`config.mk`:
```
export PLATFORM = sky130hd
export DESIGN_NAME = uart_rx_tx_ring_buffers_core
export DESIGN_NICKNAME = d
export VERILOG_FILES = /design/src/rtl/core/uartrb_pkg.sv /design/src/rtl/core/uartrb_ctrl.sv /design/src/rtl/core/uartrb_dpath.sv /design/src/rtl/core/uart_rx_tx_ring_buffers_core.sv
export SDC_FILE = /design/constraint.sdc
export NUM_CORES = 1
export LEC_CHECK = 0
export ABC_AREA = 1
export BUFFER_PORTS_ARGS = -buffer_cell sky130_fd_sc_hd__clkbuf_2
export CORE_MARGIN = 2
export CORE_UTILIZATION = 40
export CTS_CLUSTER_SIZE = 28
export DETAILED_ROUTE_END_ITERATION = 6
export GPL_ROUTABILITY_DRIVEN = 0
export SYNTH_ARGS = -nofsm -noshare
export SYNTH_HDL_FRONTEND = slang
export SYNTH_SLANG_ARGS = --single-unit
```
`constraint.sdc`:
```
create_clock -name clock -period 2.45 [get_ports clock]
set_input_delay 0.49 -clock clock [delete_from_list [all_inputs] [get_ports clock]]
set_output_delay 0.49 -clock clock [all_outputs]
set_load 0.01 [all_outputs]
```
`src/rtl/core/uartrb_pkg.sv`:
```
// Shared types and constants of the UART receive/transmit ring buffer block.
`default_nettype none
package uartrb_pkg;

   typedef enum logic [2:0] {
      MODE_LINE_BYTE = 3'd0,
      MODE_POP       = 3'd1,
      MODE_PEEK      = 3'd2,
      MODE_WRITE     = 3'd3,
      MODE_TX_READY  = 3'd4,
      MODE_FLUSH     = 3'd5
   } mode_type;

   typedef enum logic [1:0] {
      STATUS_DONE    = 2'd0,
      STATUS_EMPTY   = 2'd1,
      STATUS_DROPPED = 2'd2,
      STATUS_TX_FULL = 2'd3
   } status_type;

   typedef enum logic [1:0] {
      SRC_NONE    = 2'd0,
      SRC_RX_MEM  = 2'd1,
      SRC_TX_MEM  = 2'd2,
      SRC_TX_BYTE = 2'd3
   } data_src_type;

   typedef enum logic [1:0] {
      ST_IDLE = 2'd0,
      ST_EXEC = 2'd1,
      ST_RESP = 2'd2
   } state_type;

   typedef struct packed {
      logic load;
      logic exec;
   } cmd_type;

   localparam logic [2:0] ERR_OVERFLOW = 3'b100;
   localparam int COUNT_CALC_W = 10;

endpackage
`default_nettype wire

```
`src/rtl/core/uartrb_ctrl.sv`:
```
// Controller state machine: accept, execute, hold result until transfer.
`default_nettype none
module uartrb_ctrl
   import uartrb_pkg::*;
(
   input  wire logic    clock,
   input  wire logic    reset,
   input  wire logic    req_valid,
   output logic         req_ready,
   output logic         rsp_valid,
   input  wire logic    rsp_ready,
   output cmd_type      cmd
);

   state_type state_ff;
   state_type state_in;

   always_ff @(posedge clock) begin
      if (reset) begin
         state_ff <= ST_IDLE;
      end else begin
         state_ff <= state_in;
      end
   end

   always_comb begin
      state_in = state_ff;
      case (state_ff)
         ST_IDLE: begin
            if (req_valid) begin
               state_in = ST_EXEC;
            end
         end
         ST_EXEC: begin
            state_in = ST_RESP;
         end
         ST_RESP: begin
            if (rsp_ready) begin
               state_in = ST_IDLE;
            end
         end
         default: begin
            state_in = ST_IDLE;
         end
      endcase
   end

   always_comb begin
      req_ready = 1'b0;
      rsp_valid = 1'b0;
      cmd.load  = 1'b0;
      cmd.exec  = 1'b0;
      case (state_ff)
         ST_IDLE: begin
            req_ready = 1'b1;
            cmd.load  = req_valid;
         end
         ST_EXEC: begin
            cmd.exec = 1'b1;
         end
         ST_RESP: begin
            rsp_valid = 1'b1;
         end
         default: begin
            req_ready = 1'b0;
         end
      endcase
   end

endmodule
`default_nettype wire

```
`src/rtl/core/uartrb_dpath.sv`:
```
// Datapath: receive and transmit rings, pointers, error latch and drop counter.
`default_nettype none
module uartrb_dpath
   import uartrb_pkg::*;
#(
   parameter int RX_DEPTH = 32,
   parameter int TX_DEPTH = 32
) (
   input  wire logic         clock,
   input  wire logic         reset,
   input  wire cmd_type      cmd,
   input  wire logic [2:0]   req_mode,
   input  wire logic [7:0]   req_rx_byte,
   input  wire logic         req_frame_error,
   input  wire logic         req_line_overrun,
   input  wire logic [7:0]   req_tx_byte,
   output logic [1:0]        rsp_status,
   output logic [7:0]        rsp_data,
   output logic              rsp_data_valid,
   output logic [2:0]        rsp_last_error,
   output logic [4:0]        rsp_rx_count,
   output logic [15:0]       rsp_overflow_count,
   output logic              rsp_tx_active
);

   localparam int RX_PW = (RX_DEPTH > 1) ? $clog2(RX_DEPTH) : 1;
   localparam int TX_PW = (TX_DEPTH > 1) ? $clog2(TX_DEPTH) : 1;

   function automatic logic [RX_PW-1:0] next_rx(input logic [RX_PW-1:0] p);
      return (p == RX_PW'(RX_DEPTH - 1)) ? '0 : p + 1'b1;
   endfunction

   function automatic logic [TX_PW-1:0] next_tx(input logic [TX_PW-1:0] p);
      return (p == TX_PW'(TX_DEPTH - 1)) ? '0 : p + 1'b1;
   endfunction

   logic [7:0] rx_mem [RX_DEPTH];
   logic [7:0] tx_mem [TX_DEPTH];

   logic [2:0]       mode_ff;
   logic [7:0]       rx_byte_ff;
   logic             frame_error_ff;
   logic             line_overrun_ff;
   logic [7:0]       tx_byte_ff;

   logic [RX_PW-1:0] rx_wr_ff, rx_wr_in;
   logic [RX_PW-1:0] rx_rd_ff, rx_rd_in;
   logic [TX_PW-1:0] tx_wr_ff, tx_wr_in;
   logic [TX_PW-1:0] tx_rd_ff, tx_rd_in;
   logic [2:0]       err_ff, err_in;
   logic [15:0]      drop_ff, drop_in;
   logic             send_ff, send_in;
   status_type       status_ff, status_in;
   data_src_type     src_ff, src_in;
   logic [7:0]       rx_q_ff;
   logic [7:0]       tx_q_ff;

   logic [RX_PW-1:0] rx_wr_nxt;
   logic [RX_PW-1:0] rx_rd_nxt;
   logic [TX_PW-1:0] tx_wr_nxt;
   logic [TX_PW-1:0] tx_rd_nxt;
   logic             rx_we;
   logic             tx_we;
   logic [COUNT_CALC_W-1:0] count_calc;

   assign rx_wr_nxt = next_rx(rx_wr_ff);
   assign rx_rd_nxt = next_rx(rx_rd_ff);
   assign tx_wr_nxt = next_tx(tx_wr_ff);
   assign tx_rd_nxt = next_tx(tx_rd_ff);

   always_ff @(posedge clock) begin
      if (cmd.load) begin
         mode_ff         <= req_mode;
         rx_byte_ff      <= req_rx_byte;
         frame_error_ff  <= req_frame_error;
         line_overrun_ff <= req_line_overrun;
         tx_byte_ff      <= req_tx_byte;
      end
   end

   always_comb begin
      rx_wr_in  = rx_wr_ff;
      rx_rd_in  = rx_rd_ff;
      tx_wr_in  = tx_wr_ff;
      tx_rd_in  = tx_rd_ff;
      err_in    = err_ff;
      drop_in   = drop_ff;
      send_in   = send_ff;
      status_in = STATUS_DONE;
      src_in    = SRC_NONE;
      rx_we     = 1'b0;
      tx_we     = 1'b0;
      case (mode_ff)
         MODE_LINE_BYTE: begin
            if (rx_wr_nxt == rx_rd_ff) begin
               err_in    = ERR_OVERFLOW;
               drop_in   = drop_ff + 16'd1;
               status_in = STATUS_DROPPED;
            end else begin
               err_in   = {1'b0, line_overrun_ff, frame_error_ff};
               rx_we    = 1'b1;
               rx_wr_in = rx_wr_nxt;
            end
         end
         MODE_POP, MODE_PEEK: begin
            if (rx_wr_ff == rx_rd_ff) begin
               status_in = STATUS_EMPTY;
            end else begin
               src_in = SRC_RX_MEM;
               if (mode_ff == MODE_POP) begin
                  rx_rd_in = rx_rd_nxt;
               end
            end
         end
         MODE_WRITE: begin
            if (tx_wr_nxt == tx_rd_ff) begin
               status_in = STATUS_TX_FULL;
            end else begin
               tx_we    = 1'b1;
               tx_wr_in = tx_wr_nxt;
               send_in  = 1'b1;
               src_in   = SRC_TX_BYTE;
            end
         end
         MODE_TX_READY: begin
            if (tx_wr_ff != tx_rd_ff) begin
               tx_rd_in = tx_rd_nxt;
               src_in   = SRC_TX_MEM;
            end else begin
               send_in   = 1'b0;
               status_in = STATUS_EMPTY;
            end
         end
         MODE_FLUSH: begin
            rx_wr_in = rx_rd_ff;
         end
         default: begin
            status_in = STATUS_DONE;
         end
      endcase
   end

   always_ff @(posedge clock) begin
      if (reset) begin
         rx_wr_ff <= '0;
         rx_rd_ff <= '0;
         tx_wr_ff <= '0;
         tx_rd_ff <= '0;
         err_ff   <= '0;
         drop_ff  <= '0;
         send_ff  <= 1'b0;
      end else if (cmd.exec) begin
         rx_wr_ff <= rx_wr_in;
         rx_rd_ff <= rx_rd_in;
         tx_wr_ff <= tx_wr_in;
         tx_rd_ff <= tx_rd_in;
         err_ff   <= err_in;
         drop_ff  <= drop_in;
         send_ff  <= send_in;
      end
   end

   always_ff @(posedge clock) begin
      if (cmd.exec) begin
         status_ff <= status_in;
         src_ff    <= src_in;
      end
   end

   always_ff @(posedge clock) begin
      if (cmd.exec) begin
         if (rx_we) begin
            rx_mem[rx_wr_nxt] <= rx_byte_ff;
         end
         rx_q_ff <= rx_mem[rx_rd_nxt];
      end
   end

   always_ff @(posedge clock) begin
      if (cmd.exec) begin
         if (tx_we) begin
            tx_mem[tx_wr_nxt] <= tx_byte_ff;
         end
         tx_q_ff <= tx_mem[tx_rd_nxt];
      end
   end

   assign count_calc = COUNT_CALC_W'(rx_wr_ff) - COUNT_CALC_W'(rx_rd_ff)
                     + ((rx_wr_ff < rx_rd_ff) ? COUNT_CALC_W'(RX_DEPTH) : '0);

   always_comb begin
      case (src_ff)
         SRC_RX_MEM:  rsp_data = rx_q_ff;
         SRC_TX_MEM:  rsp_data = tx_q_ff;
         SRC_TX_BYTE: rsp_data = tx_byte_ff;
         default:     rsp_data = 8'd0;
      endcase
   end

   assign rsp_status         = status_ff;
   assign rsp_data_valid     = (src_ff != SRC_NONE);
   assign rsp_last_error     = err_ff;
   assign rsp_rx_count       = count_calc[4:0];
   assign rsp_overflow_count = drop_ff;
   assign rsp_tx_active      = send_ff;

endmodule
`default_nettype wire

```
`src/rtl/core/uart_rx_tx_ring_buffers_core.sv`:
```
// Top level of the UART receive/transmit ring buffer block.
// Requests are registered at their transfer; the execute state reads and writes the ring
// memory, then the result register holds the result until its transfer.
// No new request is taken until the result has transferred; the controller takes the next
// request in the cycle after the result transfer. Its execute and result states set this.
// Reset (synchronous): clears ring pointers, error latch, drop counter and
// transmit-active flag; ring contents are not cleared.
`default_nettype none
module uart_rx_tx_ring_buffers_core
   import uartrb_pkg::*;
#(
   parameter int RX_DEPTH = 32,
   parameter int TX_DEPTH = 32
) (
   input  wire logic         clock,
   input  wire logic         reset,
   input  wire logic         req_valid,
   output logic              req_ready,
   input  wire logic [2:0]   req_mode,
   input  wire logic [7:0]   req_rx_byte,
   input  wire logic         req_frame_error,
   input  wire logic         req_line_overrun,
   input  wire logic [7:0]   req_tx_byte,
   output logic              rsp_valid,
   input  wire logic         rsp_ready,
   output logic [1:0]        rsp_status,
   output logic [7:0]        rsp_data,
   output logic              rsp_data_valid,
   output logic [2:0]        rsp_last_error,
   output logic [4:0]        rsp_rx_count,
   output logic [15:0]       rsp_overflow_count,
   output logic              rsp_tx_active
);

   cmd_type cmd;

   uartrb_ctrl u_ctrl (
      .clock     (clock),
      .reset     (reset),
      .req_valid (req_valid),
      .req_ready (req_ready),
      .rsp_valid (rsp_valid),
      .rsp_ready (rsp_ready),
      .cmd       (cmd)
   );

   uartrb_dpath #(
      .RX_DEPTH (RX_DEPTH),
      .TX_DEPTH (TX_DEPTH)
   ) u_dpath (
      .clock              (clock),
      .reset              (reset),
      .cmd                (cmd),
      .req_mode           (req_mode),
      .req_rx_byte        (req_rx_byte),
      .req_frame_error    (req_frame_error),
      .req_line_overrun   (req_line_overrun),
      .req_tx_byte        (req_tx_byte),
      .rsp_status         (rsp_status),
      .rsp_data           (rsp_data),
      .rsp_data_valid     (rsp_data_valid),
      .rsp_last_error     (rsp_last_error),
      .rsp_rx_count       (rsp_rx_count),
      .rsp_overflow_count (rsp_overflow_count),
      .rsp_tx_active      (rsp_tx_active)
   );

endmodule
`default_nettype wire

```
==> results.tsv <==
stage	metric	value	unit
status	status	finished with violations	
status	violated checks	negative setup slack	
routing	Top Metal Used	met4	
routing	Remaining DRCs	0	
clock_tree	CTS tree	done	
clock_tree	H-tree lvl count	2	
routing	metal3 WL	5420	µm
sta	RSZ-0062 raised after global routing	yes	
floorplanning	Initial Util	40.4	%
setup_path	Buf/Inv on CP	3	
cells_and_area	commonest non-fill, non-tap cells in the layout	edfxtp_1 (553), nor2_1 (463), nand2_1 (209)	
global_routing	GRT Overall Usage	20.1	%
setup_path	critical path fanouts, max	2	
pwr	Max VDD drop	0.656	mV
sta	fin. max-slew vios	0	
sta	worst rel slew slack	61.2	%
routing	met2 WL	30600	µm
sta	f_max	394	MHz
floorplanning	I/O pin total	63	
sta	Finish-stage setup viols	60	
yosys	Post-Synthesis Cell Area	25000	µm²
place	Placed Cells	3104	
setup_path	critical path's largest stage delay	0.35	ns
place	worst slack at placement	-0.0468	ns
place	Buffers on Ports	62	
cells_and_area	area grow syn2layout	23.8	%
routing	via count	17400	
clock_tree	root buffer cell	clkbuf_16	
cells_and_area	storage element area	17500	µm²
clock_tree	maximum clock path buffer count	3	
cells_and_area	fillers	5385	
global_routing	vias in the first global route	16700	
cells_and_area	final core utilization	50.1	%
floorplanning	Die Y	254	µm
floorplanning	die area	64400	µm²
routing	Starting DRT DRC Count	1926	
hold_path	Min-Delay Path Class	in -> reg	
yosys	yosys warns	0	
clock_tree	CTS clk-pin slew, worst paths	0.06	ns
cells_and_area	multi-input combinational cell area	7450	µm²
clock_tree	clk_lat worst skew	0.62	ns
yosys	number of synthesized flops with an enable pin	553	
clock_tree	CTS Buf Count	58	
setup_path	Critical Path RT	1.96	ns
setup_path	CP startpoint kind	flip-flop	
sta	clk_skew	0.0177	ns
cells_and_area	commonest non-fill, non-tap cell in the layout	edfxtp_1	
setup_path	crit-path cells	buf_6, inv_6, ha_4, fa_2, o21ai_2, xor2_1, buf_2	
yosys	top cells by area, synth	edfxtp_1 (67%), nor2_1 (7.8%), o21ai_0 (4.8%)	
global_routing	largest net degree at the start of global routing	75	
routing	drt via density	5.33	
cells_and_area	antenna cell count	0	
routing	final antenna-violating net count	0	
floorplanning	Core Rows	91	
sta	total negative slack	-1.12	ns
cells_and_area	Final Cell Area	30900	µm²
floorplanning	Die X	254	µm
sta	Worst Slack Setup Final	-0.0910	ns
pwr	PwrDens	686	nW/µm²
yosys	Synth async-reset ratio	0	%
yosys	area share of the largest cell type after synthesis	66.5	%
routing	Wirelength per Cell	20.3	µm
cells_and_area	share of layout cells above drive strength 1	22.2	%
routing	drt first pass iters	6	
setup_path	CP max-delay cell	fa_2	
sta	fin crit period	2.54	ns
sta	part of the cycle the worst path needs	104	%
setup_path	critical path type	reg -> out	
flow_run	max cap viols	0	
place	HPWL Detailed	39400	µm
cells_and_area	nets@finish	2415	
routing	WL met1	28200	µm
setup_path	crit end category	output pin	
routing	total wire length	66300	µm
global_routing	GRT overflow	0	
yosys	syn avg cell area	11.6	µm²
sta	final hold vios	0	
yosys	top_reg_cell synth	edfxtp_1	
clock_tree	Hold Buf Count CTS	0	
setup_path	Top delay family on crit path	adder cells	
yosys	Yosys top cell by area	edfxtp_1	
global_routing	first-pass GRT wire length	98500	µm
floorplanning	core area	61700	µm²
cells_and_area	Non-Filler Instances	3257	
setup_path	WP data arrival	2.05	ns
yosys	post-synthesis sequential element count	595	
pwr	Leak	10.5	nW
yosys	Mapped Nets	2197	
clock_tree	clock sink count	595	
global_routing	antenna violations before repair	1	
sta	Worst-Margin Slew	0.582	ns
yosys	Netlist cell types	35	
yosys	register area share after synthesis	69.9	%
yosys	Post-Syn Instances	2154	
place	Post-DP Area	27200	µm²
==> state kept, by name (all words and copies together) (netlist names) <==
name and count:
u_dpath.rx_q_ff 8, u_dpath.src_ff 2, u_dpath.rsp_last_error 3, u_dpath.rx_byte_ff 8, u_dpath.tx_rd_ff 5, u_dpath.tx_mem 256
u_dpath.rx_mem 256, u_dpath.rx_rd_ff 5, u_dpath.rsp_tx_active 1, u_dpath.tx_wr_ff 5, u_dpath.rsp_overflow_count 16, u_dpath.tx_byte_ff 8
u_dpath.tx_q_ff 8, u_dpath.frame_error_ff 1, u_dpath.line_overrun_ff 1, u_dpath.rx_wr_ff 5, u_dpath.mode_ff 3, u_ctrl.state_ff 2
u_dpath.rsp_status 2
==> power by group <==
group / total (mW) / leakage, nW / switching [mW] / internal [mW]
Sequential: 11.2 / 5.33 / 0.0404 / 11.2
Clock: 9.23 / 0.958 / 3.80 / 5.42
Combinational: 0.759 / 4.24 / 0.552 / 0.207
==> per-stage QoR <==
stage	power, mW	hold slack (ns)
floorplan	11.8	0.475
global placement	12.1	0.460
detailed placement	12.1	0.463
CTS	21.3	0.00454
global route	21.8	0.0136
finish	21.2	0.0469
==> path summary, 6_finish.rpt <==
check                                 start                         to  slack [ns]  cells after the start
setup / recovery        u_dpath.rx_wr_ff[0]            rsp_rx_count[4]       -0.09                      7
hold / removal               req_tx_byte[4]      u_dpath.tx_byte_ff[4]        0.05                      1
hold reg to reg   u_dpath.rsp_last_error[1]  u_dpath.rsp_last_error[1]        0.47                      2
setup reg to reg        u_dpath.rx_rd_ff[0]         u_dpath.rx_q_ff[5]       -0.06                     15
==> synth_stat cells, drive strengths merged (2+ instances only) <==
cell type / n
nand2: 252
a21oi: 29
buf: 59
nand4: 8
edfxtp: 553
inv: 72
nor2: 528
xor2: 11
clkinv: 2
clkbuf: 52
o21ai: 274
dfxtp: 42
nand3: 105
o211ai: 128
nor3: 7
ha: 17
xnor2: 11
==> what timing repair did <==
action | in CTS | in global routing
pin swaps | 40 | 39
setup buffers | 16 | 17
setup endpoints to repair | 242 | 561
gates resized for setup | 99 | 193
cloned | 8 | 6
==> cell families (layout without fill, tap and decap cells) <==
group	Yosys count	after routing	share of synthesized area, %
adder cells (fa/ha/maj)	18	18	0.932
buffers and inverters	185	451	3.26
XOR/XNOR	22	22	0.772
AND/OR/NAND/NOR	902	902	15.0
flip-flops	595	595	69.9
AO/OA/AOI/OAI	432	432	10.1
==> area by class of cell <==
type	instances	share of cell area [%]
Sequential cell	595	56.5
Clock buffer	74	5.03
Inverter	74	0.980
Tap cell	837	3.39
Multi-Input combinational cell	1374	24.1
Timing Repair Buffer	269	8.65
Clock inverter	34	1.33
==> per-layer routing <==
metal / GRT usage [%] / vias to the layer above
li1: - / 8082
met1: 27.9 / 8450
met2: 31.4 / 691
met3: 4.21 / 138
met4: 6.74 / 0
met5: 0 / -
Note: power is estimated with default switching activity, not from simulation.
